$ cat src/design/lmsc_pkg.sv
// ----------------------------------------------------------------------------
// LED matrix scan controller package
// Geometry constants, shared types and the reset pattern of the frame store.
// ----------------------------------------------------------------------------
package lmsc_pkg;

    localparam int SCAN_ROWS      = 16;
    localparam int PIXELS_PER_ROW = 48;
    localparam int BYTES_PER_ROW  = (PIXELS_PER_ROW + 7) / 8;
    localparam int FRAME_BYTES    = SCAN_ROWS * BYTES_PER_ROW;
    localparam int ROW_W          = $clog2(SCAN_ROWS);
    localparam int GRP_W          = (BYTES_PER_ROW > 1) ? $clog2(BYTES_PER_ROW) : 1;
    localparam int BIT_W          = $clog2(PIXELS_PER_ROW);
    localparam int INDEX_W        = 7;
    localparam int VALUE_W        = 8;
    localparam int COLUMN_W       = 4;
    localparam int BITS_W         = 48;

    // The byte index is split into row and group by a rounded-up reciprocal,
    // which is exact for every index the port can carry.
    localparam int DIV_SHIFT      = 16;
    localparam int BYTE_RECIP     = ((1 << DIV_SHIFT) + BYTES_PER_ROW - 1) / BYTES_PER_ROW;

    typedef logic [PIXELS_PER_ROW-1:0] pixel_word_t;
    typedef logic [ROW_W-1:0]          row_t;
    typedef logic [GRP_W-1:0]          grp_t;
    typedef logic [BIT_W-1:0]          bit_cnt_t;

    typedef struct packed {
        logic latch;
        logic write_en;
        logic load;
        logic shift_en;
        logic emit;
    } dp_cmd_t;

    function automatic pixel_word_t diag_word(input int r);
        pixel_word_t w;
        w = '0;
        if (r < PIXELS_PER_ROW)
        begin
            w[r] = 1'b1;
        end
        return w;
    endfunction

endpackage

$ cat src/design/lmsc_ctrl.sv
// ----------------------------------------------------------------------------
// LED matrix scan controller sequencer
// Steps each transfer through byte write or blanking, shift-out and result.
// ----------------------------------------------------------------------------
module lmsc_ctrl (
    input  logic             clk,
    input  logic             rst_n,
    input  logic             start,
    input  logic             command,
    output logic             busy,
    output lmsc_pkg::dp_cmd_t dp_cmd
);

    typedef enum logic [4:0] {
        ST_IDLE  = 5'b00001,
        ST_WRITE = 5'b00010,
        ST_BLANK = 5'b00100,
        ST_SHIFT = 5'b01000,
        ST_EMIT  = 5'b10000
    } state_t;

    localparam lmsc_pkg::bit_cnt_t CNT_LAST = lmsc_pkg::bit_cnt_t'(lmsc_pkg::PIXELS_PER_ROW - 1);

    state_t             state_reg;
    state_t             state_next;
    lmsc_pkg::bit_cnt_t cnt_reg;
    lmsc_pkg::bit_cnt_t cnt_next;

    always_comb
    begin
        state_next = state_reg;
        cnt_next   = cnt_reg;
        dp_cmd     = '0;
        unique case (state_reg)
            ST_IDLE:
            begin
                cnt_next = '0;
                if (start)
                begin
                    dp_cmd.latch = 1'b1;
                    state_next   = command ? ST_BLANK : ST_WRITE;
                end
            end
            ST_WRITE:
            begin
                dp_cmd.write_en = 1'b1;
                state_next      = ST_IDLE;
            end
            ST_BLANK:
            begin
                if (cnt_reg == CNT_LAST)
                begin
                    dp_cmd.load = 1'b1;
                    cnt_next    = '0;
                    state_next  = ST_SHIFT;
                end
                else
                begin
                    cnt_next = cnt_reg + 1'b1;
                end
            end
            ST_SHIFT:
            begin
                dp_cmd.shift_en = 1'b1;
                if (cnt_reg == CNT_LAST)
                begin
                    cnt_next   = '0;
                    state_next = ST_EMIT;
                end
                else
                begin
                    cnt_next = cnt_reg + 1'b1;
                end
            end
            ST_EMIT:
            begin
                dp_cmd.emit = 1'b1;
                state_next  = ST_IDLE;
            end
            default:
            begin
                state_next = ST_IDLE;
            end
        endcase
    end

    always_ff @(posedge clk or negedge rst_n)
    begin
        if (!rst_n)
        begin
            state_reg <= ST_IDLE;
            cnt_reg   <= '0;
        end
        else
        begin
            state_reg <= state_next;
            cnt_reg   <= cnt_next;
        end
    end

    assign busy = (state_reg != ST_IDLE);

endmodule

$ cat src/design/lmsc_dpath.sv
// ----------------------------------------------------------------------------
// LED matrix scan controller datapath
// Frame store, byte placement, column shift register and result registers.
// ----------------------------------------------------------------------------
module lmsc_dpath (
    input  logic                               clk,
    input  logic                               rst_n,
    input  lmsc_pkg::dp_cmd_t                  dp_cmd,
    input  logic [lmsc_pkg::INDEX_W-1:0]       byte_index,
    input  logic [lmsc_pkg::VALUE_W-1:0]       byte_value,
    input  logic                               frame_start,
    output logic                               done,
    output logic [lmsc_pkg::COLUMN_W-1:0]      column_index,
    output logic [lmsc_pkg::BITS_W-1:0]        column_bits,
    output logic                               pin_pa,
    output logic                               pin_pb,
    output logic                               pin_na,
    output logic                               pin_nb,
    output logic                               frame_done
);

    localparam lmsc_pkg::row_t ROW_LAST = lmsc_pkg::row_t'(lmsc_pkg::SCAN_ROWS - 1);

    logic [lmsc_pkg::INDEX_W-1:0] index_reg;
    logic [lmsc_pkg::VALUE_W-1:0] value_reg;
    logic                         fstart_reg;

    lmsc_pkg::pixel_word_t store_reg [lmsc_pkg::SCAN_ROWS];
    lmsc_pkg::pixel_word_t shift_reg;
    lmsc_pkg::pixel_word_t capture_reg;
    lmsc_pkg::row_t        col_reg;

    logic                         done_reg;
    logic [lmsc_pkg::COLUMN_W-1:0] column_index_reg;
    logic [lmsc_pkg::BITS_W-1:0]  column_bits_reg;
    logic                         frame_done_reg;

    logic                  index_ok;
    logic [31:0]           div_prod;
    logic [31:0]           div_quot;
    logic [31:0]           div_rem;
    lmsc_pkg::row_t        wr_row;
    lmsc_pkg::grp_t        wr_grp;
    logic [63:0]           wide_bits;
    lmsc_pkg::pixel_word_t wr_bits;
    logic [63:0]           col_ext;
    logic [63:0]           cap_ext;

    assign index_ok  = (32'(index_reg) < lmsc_pkg::FRAME_BYTES);
    assign div_prod  = 32'(index_reg) * 32'(lmsc_pkg::BYTE_RECIP);
    assign div_quot  = div_prod >> lmsc_pkg::DIV_SHIFT;
    assign div_rem   = 32'(index_reg) - div_quot * 32'(lmsc_pkg::BYTES_PER_ROW);
    assign wr_row    = lmsc_pkg::row_t'(div_quot);
    assign wr_grp    = lmsc_pkg::grp_t'(div_rem);
    assign wide_bits = 64'(value_reg) << {wr_grp, 3'b000};
    assign wr_bits   = lmsc_pkg::pixel_word_t'(wide_bits);
    assign col_ext   = 64'(col_reg);
    assign cap_ext   = 64'(capture_reg);

    always_ff @(posedge clk)
    begin
        if (dp_cmd.latch)
        begin
            index_reg  <= byte_index;
            value_reg  <= byte_value;
            fstart_reg <= frame_start;
        end
        if (dp_cmd.load)
        begin
            shift_reg <= store_reg[col_reg];
        end
        else if (dp_cmd.shift_en)
        begin
            shift_reg   <= shift_reg << 1;
            capture_reg <= {capture_reg[lmsc_pkg::PIXELS_PER_ROW-2:0],
                            shift_reg[lmsc_pkg::PIXELS_PER_ROW-1]};
        end
        if (dp_cmd.emit)
        begin
            column_index_reg <= col_ext[lmsc_pkg::COLUMN_W-1:0];
            column_bits_reg  <= cap_ext[lmsc_pkg::BITS_W-1:0];
            frame_done_reg   <= (col_reg == ROW_LAST);
        end
    end

    always_ff @(posedge clk or negedge rst_n)
    begin
        if (!rst_n)
        begin
            for (int r = 0; r < lmsc_pkg::SCAN_ROWS; r++)
            begin
                store_reg[r] <= lmsc_pkg::diag_word(r);
            end
            col_reg  <= '0;
            done_reg <= 1'b0;
        end
        else
        begin
            done_reg <= dp_cmd.emit;
            if (dp_cmd.write_en)
            begin
                for (int r = 0; r < lmsc_pkg::SCAN_ROWS; r++)
                begin
                    if (fstart_reg)
                    begin
                        store_reg[r] <= (index_ok && wr_row == lmsc_pkg::row_t'(r)) ?
                                        wr_bits : '0;
                    end
                    else if (index_ok && wr_row == lmsc_pkg::row_t'(r))
                    begin
                        store_reg[r] <= store_reg[r] | wr_bits;
                    end
                end
            end
            if (dp_cmd.emit)
            begin
                col_reg <= (col_reg == ROW_LAST) ? '0 : col_reg + 1'b1;
            end
        end
    end

    assign done         = done_reg;
    assign column_index = column_index_reg;
    assign column_bits  = column_bits_reg;
    assign pin_pa       = column_index_reg[3] ^ column_index_reg[2];
    assign pin_pb       = column_index_reg[3];
    assign pin_na       = column_index_reg[1] ^ column_index_reg[0];
    assign pin_nb       = column_index_reg[1];
    assign frame_done   = frame_done_reg;

endmodule

$ cat src/design/led_matrix_scan_controller_unit.sv
// ----------------------------------------------------------------------------
// LED matrix scan controller
// Multiplexed 16 by 48 LED frame store with serial column refresh.
// ----------------------------------------------------------------------------
// A transfer is taken when start is high and busy is low. A byte write keeps
// the block busy for a single cycle, so writes cannot be taken back to back.
// A scan tick runs a blanking interval and a serial shift-out of the column
// word, both paced by the one bit counter of the sequencer, and then the emit
// state, whose strobe is registered into done; busy drops in the cycle done is
// high, and the next transfer can be taken at the edge that takes the result.
// The result ports hold their values until the next scan tick completes, but
// the receiver cannot stall: it must take the result in the cycle done is high.
// After reset the store holds a diagonal test pattern and the scan starts at
// column zero.
module led_matrix_scan_controller_unit (
    input  logic                               clk,
    input  logic                               rst_n,
    input  logic                               start,
    output logic                               busy,
    input  logic                               command,
    input  logic [lmsc_pkg::INDEX_W-1:0]       byte_index,
    input  logic [lmsc_pkg::VALUE_W-1:0]       byte_value,
    input  logic                               frame_start,
    output logic                               done,
    output logic [lmsc_pkg::COLUMN_W-1:0]      column_index,
    output logic [lmsc_pkg::BITS_W-1:0]        column_bits,
    output logic                               pin_pa,
    output logic                               pin_pb,
    output logic                               pin_na,
    output logic                               pin_nb,
    output logic                               frame_done
);

    lmsc_pkg::dp_cmd_t dp_cmd;

    lmsc_ctrl u_ctrl (
        .clk     (clk),
        .rst_n   (rst_n),
        .start   (start),
        .command (command),
        .busy    (busy),
        .dp_cmd  (dp_cmd)
    );

    lmsc_dpath u_dpath (
        .clk          (clk),
        .rst_n        (rst_n),
        .dp_cmd       (dp_cmd),
        .byte_index   (byte_index),
        .byte_value   (byte_value),
        .frame_start  (frame_start),
        .done         (done),
        .column_index (column_index),
        .column_bits  (column_bits),
        .pin_pa       (pin_pa),
        .pin_pb       (pin_pb),
        .pin_na       (pin_na),
        .pin_nb       (pin_nb),
        .frame_done   (frame_done)
    );

endmodule

$ cat config.mk
export PLATFORM = sky130hd
export DESIGN_NAME = led_matrix_scan_controller_unit
export DESIGN_NICKNAME = d
export VERILOG_FILES = /design/src/design/lmsc_pkg.sv /design/src/design/lmsc_ctrl.sv /design/src/design/lmsc_dpath.sv /design/src/design/led_matrix_scan_controller_unit.sv
export SDC_FILE = /design/constraint.sdc
export NUM_CORES = 2
export LEC_CHECK = 0
export BUFFER_PORTS_ARGS = -buffer_cell sky130_fd_sc_hd__buf_4
export CORE_UTILIZATION = 30
export DETAILED_ROUTE_END_ITERATION = 10
export GPL_TIMING_DRIVEN = 0
export HOLD_SLACK_MARGIN = 0.1
export PLACE_DENSITY = 0.44
export RECOVER_POWER = 100
export SYNTH_ARGS = -nofsm -noshare
export SYNTH_HDL_FRONTEND = slang
export SYNTH_SLANG_ARGS = --single-unit
$ cat constraint.sdc
create_clock -name clk -period 8.1 [get_ports clk]
set_input_delay 0.405 -clock clk [delete_from_list [all_inputs] [get_ports clk]]
set_output_delay 0.405 -clock clk [all_outputs]
set_load 0.03 [all_outputs]
After elaboration in Yosys (flattened, before gate mapping) --
Cells that the tools add are included.
Operators by class: eq/ne operators 26, mux-type cells 68, bitwise gates (word level) 20, reductions and logical operators 54, add/sub/neg operators 3, $mul 2, magnitude comparators 2, shifts and indexed selects 1
Operator list (number):
- $mux 48 | 52
- $or 48x48->48 | 16
- $bmux 48 s4 | 1
- $shl 8x6->48 | 1
- $eq 4x4->1 const B | 9
- $reduce_bool 2->1 | 18
- $reduce_and 2->1 | 17
- $mul 7x14->21 const B | 1
- $eq 4x3->1 const B | 4
- $logic_and 1x1->1 | 16
- $mux 5 | 3
- $pmux 5 s3 | 1
- $pmux 6 s2 | 1
- $eq 4x2->1 const B | 2
- $lt 7x7->1 const B | 1
- $mux 1 | 7
- $add 6x1->6 const B | 1
- $eq 6x6->1 const B | 1
- $mux 6 | 1
- $eq 5x1->1 const B | 1
- $eq 5x2->1 const B | 1
- $eq 5x3->1 const B | 1
- $eq 5x4->1 const B | 1
- $eq 5x5->1 const B | 1
- other kinds (16) | 18
Word-level totals: bits in registers 949, input port bits 20, output and inout bits 59, logic and storage cells 204

Logic depth before layout (Yosys ltp) --
depth after elaboration 7, gate-level depth with buffers 24, depth with buffers taken out 21

Cells and area by module --
From an unflattened synthesis, not the netlist that was laid out.
Second synthesis, totals: cell total of the unflattened synthesis 3440, area total of the unflattened synthesis 42000.3 µm²
By module, submodules not included:
- lmsc_dpath | cells an instance 3376, area each 41380.9 µm², instances 1, sequential area each 24318.3 µm²
- lmsc_ctrl | cells an instance 64, area each 619.3 µm², instances 1, sequential area each 276.5 µm²

Least setup slack after synthesis --
Ideal clock, no wire load.
kind register -> register, start point register u_dpath.index_reg[4] in the netlist's numbering, end point register u_dpath.store_reg[150] in the netlist's numbering, data required time 8032 ps, library setup time 68 ps, cell stages (with the launch flop) 24, period minus slack after synthesis 5550 ps, setup slack 2550 ps, data arrival time 5483 ps, buffers on the path 3, cell sequence edfxtp_1 > ha_1 > fa_1 > inv_1 > fa_1 > inv_1 > fa_1 > ha_1 > a21o_1 > a211oi_2 > nor3_1 > or3_1 > buf_2 > nand2b_1 > nand2_1 > inv_1 > ha_1 > xor2_1 > xnor2_1 > nor3b_1 > clkbuf_1 > and2_1 > clkbuf_1 > a32o_1
Between the ends: longest elaborated chain between the ends 7, elaborated cells between the ends (all ways) 13, classes of those cells add/sub: 1; mul: 2; order compare: 1; eq/ne: 1; shift: 1; mux: 3; bitwise: 1; reduce/logical: 3
RTL lines:
- start, declared | RTL line lmsc_dpath.sv:24 | logic [lmsc_pkg::INDEX_W-1:0] index_reg;
- start signal, assigned | RTL line lmsc_dpath.sv:64 | index_reg <= byte_index;
- $mul 7x14->21 | RTL line lmsc_dpath.sv:50 | assign div_prod = 32'(index_reg) * 32'(lmsc_pkg::BYTE_RECIP);
- $mul 5x2->2 | RTL line lmsc_dpath.sv:52 | assign div_rem = 32'(index_reg) - div_quot * 32'(lmsc_pkg::BYTES_PER_ROW);
- $sub 3x3->3 | RTL line lmsc_dpath.sv:52
- $shl 8x6->48 | RTL line lmsc_dpath.sv:55 | assign wide_bits = 64'(value_reg) << {wr_grp, 3'b000};
- $or 48x48->48 | RTL line lmsc_dpath.sv:111 | store_reg[r] <= store_reg[r] | wr_bits;
- $mux 48 | RTL line lmsc_dpath.sv:109 | else if (index_ok && wr_row == lmsc_pkg::row_t'(r))
- $mux 48 | RTL line lmsc_dpath.sv:104 | if (fstart_reg)
- end signal, assigned by index | RTL line lmsc_dpath.sv:92 | store_reg[r] <= lmsc_pkg::diag_word(r);
- end signal, assigned by index | RTL line lmsc_dpath.sv:106 | store_reg[r] <= (index_ok && wr_row == lmsc_pkg::row_t'(r)) ?
- end signal, assigned by index | RTL line lmsc_dpath.sv:111
- end, declared | RTL line lmsc_dpath.sv:28 | lmsc_pkg::pixel_word_t store_reg [lmsc_pkg::SCAN_ROWS];
Parallel ways exist; a longest one is shown, timed or not. The select of a mux whose other input is x is not followed. A chain may end at the register's enable or synchronous reset.

Worst setup path in the final report --
start point register u_dpath.index_reg[5] in the netlist's numbering, end point register u_dpath.store_reg[710] in the netlist's numbering
The elaborated chain is that of the path after synthesis.

==> summary.txt <==
Global route
  – Initial antenna violation count: 8
  – Grt met2 use: 33.2%
  – Global-route wire length before repair: 221,000 um
  – GRT Overall Usage: 21.7%
  – Vias in the first global route: 29,600
  – Met1 usage: 31.3%
  – GR peak layer: met2
  – GRT Residual Overflow: 0
  – GR met3 Demand/Resource: 4.38%
  – Largest net degree at the start of global routing: 113

Final layout
  – Area delta synth->final: 15.7%
  – Largest register FFs: 768
  – Fill cells: 13,600
  – Post-layout nets: 3,412
  – Share of layout cells above drive strength 1: 16.9%
  – Design Area, Final: 0.0480 mm^2

STA
  – Setup Viol. Count Final: 0
  – Worst-margin pin slew: 5.03 ns
  – Final hold slack: 0.409 ns
  – RSZ-0062 raised after global routing: no
  – Fmax: 136 MHz
  – Fin crit period: 7.36 ns
  – Final Max Tran Viols: 296
  – Fin Setup TNS: 0 ns
  – Fin. Hold Viols: 0
  – Worst rel slew slack: -235%
  – Fin crit share: 90.9%
  – Worst Skew: 0.0325 ns

Synth
  – EDFF count, synth: 165
  – Seq cells post-synth: 949
  – Synth top area cells: dfrtp_1 (46%), mux4_2 (13%), edfxtp_1 (12%)
  – Synth warnings: 0
  – Seq/Total Area, Yosys: 59.3%
  – Cell Area, Synth: 0.0415 mm^2
  – Syn Nets: 3,189
  – Post-synth top area share: 46.3%
  – Post-Syn Area per Cell: 13.3 um^2
  – Yosys top cell by area: dfrtp_1
  – Cells after Synth: 3,114
  – Most used flip-flop cell after synthesis: dfrtp_1
  – Fraction of registers with async set/reset: 82.6%
  – Library cells used by synthesis: 58

Worst setup path
  – CP endpoint kind: flip-flop
  – Critical-path maximum fanout: 10
  – WP data required: 8.77 ns
  – Crit Path Class: reg2reg
  – CP startpoint kind: flip-flop
  – Worst EP arrival: 8.03 ns

Detailed routing
  – DRT iter0 DRCs: 2,816
  – Antenna Violating Nets Remaining: 0
  – First-pass iteration count of the detailed router: 5
  – Routed WL: 151,000 um
  – # DRC: 0
  – Post-DR vias/cell: 5.53
  – DR vias: 28,900
  – WL per Instance: 28.8 um

Floorplanning
  – Initial Utilization: 30.2%
  – Core Footprint: 0.137 mm^2
  – Die Area: 0.140 mm^2
  – Row cnt: 136
  – Horiz. Die Dim: 374 um
  – Die Ht: 374 um
  – I/O pins: 79

Place
  – GP Congestion: 0.849
  – IO Port Bufs: 78
  – DP HPWL: 103,000 um
  – Post-placement cell area: 0.0446 mm^2

Clock network
  – Latest clock arrival within the worst-skew pair: 0.74 ns
  – Cts bufs inserted: 108
  – H-tree depth: 3
  – CTS tree: yes
  – CTS Buffer Depth: 3
  – CTS sink count: 949
  – Root Buffer: clkbuf_16
  – PostCTS Resize Cnt: 0
  – Clock transition at path regs: 0.06 ns

Run status
  – Status: finished, violations left
  – Failing checks: max-capacitance violations, max-slew violations

Pwr
  – Total design power: 20.7 mW
  – Power per cell area: 432 mW/mm^2
  – LEAKAGE: 18.6 nW
  – Peak supply drop: 0.518 mV

Job
  – Number of max-cap violations: 5

Hold path
  – Min-delay worst type: in2reg
## cells by family after synthesis
kind of cell	share of synthesized area (%)
simple gates	6.42
flops	59.3
fa+ha+maj	1.86
compound gates	14.2
buf+inv	3.60
mux	14.3
xor+xnor	0.278
## worst max-delay path, cell delays in order, from the launching register on
cell and delay, ns:
edfxtp_1 0.50, ha_1 0.41, fa_1 0.56, inv_1 0.05
fa_1 0.50, inv_1 0.05, fa_1 0.43, ha_1 0.35
a21o_1 0.22, a211oi_2 0.14, nor3_1 0.10, or3_1 0.37
clkbuf_1 0.20, nand2b_1 0.19, nand2_1 0.10, inv_1 0.07
ha_1 0.20, xor2_1 0.15, xnor2_1 0.69, nand2_1 0.15
nor2_1 0.57, clkbuf_1 0.49, and2_0 0.19, clkbuf_1 0.37
a32o_1 0.25
## cell usage after synthesis, drive strengths merged (5+ instances only)
cell type,number
dfstp,17
nor2,20
buf,97
a21oi,10
edfxtp,165
nand4,10
fa,11
and3,15
clkbuf,234
mux2,47
nor3,7
or3,5
inv,27
nand2,502
xor2,5
a32o,337
ha,44
xnor2,6
dfrtp,767
o21ai,444
nand3,13
a21o,6
and2,46
mux4,240
## final cells by class
| type | instances | area (um^2) | share of cell area (%) |
|---|---|---|---|
| Antenna cell | 2 | 5.00 | 0.0104 |
| Buffer | 331 | 1390 | 2.90 |
| Clock buffer | 159 | 3150 | 6.56 |
| Clock inverter | 42 | 322 | 0.670 |
| Inverter | 27 | 101 | 0.211 |
| Multi-Input combinational cell | 1807 | 15400 | 32.1 |
| Sequential cell | 949 | 24600 | 51.3 |
| Tap cell | 1794 | 2240 | 4.68 |
| Timing Repair Buffer | 113 | 781 | 1.63 |
## through the flow
stage	std cells	setup slack, ns	util (%)
4_1_cts	5220	0.801	35.2
2_1_floorplan	3114	2.55	-
6_report	5224	0.736	34.9
5_1_grt	5222	0.287	34.9
3_3_place_gp	4986	-3.29	32.3
3_5_place_dp	4999	0.819	32.5
## placed cells by master, fill, tap and decap left out, drive strengths merged, types with 3 or more instances in the layout
cell and instances:
inv 33, edfxtp 165, nor2b 4, dfstp 17, and2 46, mux4 240, or3 5, a21oi 10
nand2 502, nand4 10, a211oi 4, buf 95, nor3 7, o21ai 444, clkinv 31, xnor2 6
o31ai 3, a32o 337, fa 11, nor2 20, mux2 47, dfrtp 767, nand3 13, clkbuf 488
dlygate4sd3 20, a221o 3, bufinv 3, xor2 5, ha 44, a21o 6, and3 15
## metal layers
metal,part of all wire [%],vias up,wire (um)
li1,-,12200,-
met1,46,15500,69100
met2,45,989,67500
met3,6.9,181,10400
met4,2.4,0,3600
met5,0,-,0
## power by group
group          leakage (nW)  internal (mW)  switching, mW
combinational          5.02           1.96           7.91
clock                  1.72           2.78           2.09
sequential             11.9           5.56          0.395
total                  18.6           10.3           10.4
## repair_timing
item,in CTS,in global routing
hold buffers,20,0
buffers inserted,0,0
hold endpoints to repair,97,0
## path summary, 6_finish.rpt
kind	from	to	slack (ns)	cells past startpoint
worst min register to register	u_dpath.capture_reg[47]	u_dpath.column_bits[47]	0.42	0
min in group asynchronous	rst_n	u_dpath.store_reg[414]	2.08	2
worst max-delay path	u_dpath.index_reg[5]	u_dpath.store_reg[710]	0.74	24
worst min-delay path	byte_index[2]	u_dpath.index_reg[2]	0.41	2
max in group asynchronous	rst_n	u_dpath.store_reg[628]	1.62	3
worst max register to register	u_dpath.index_reg[5]	u_dpath.store_reg[710]	0.74	24
Power figures use the tool's default switching activity.
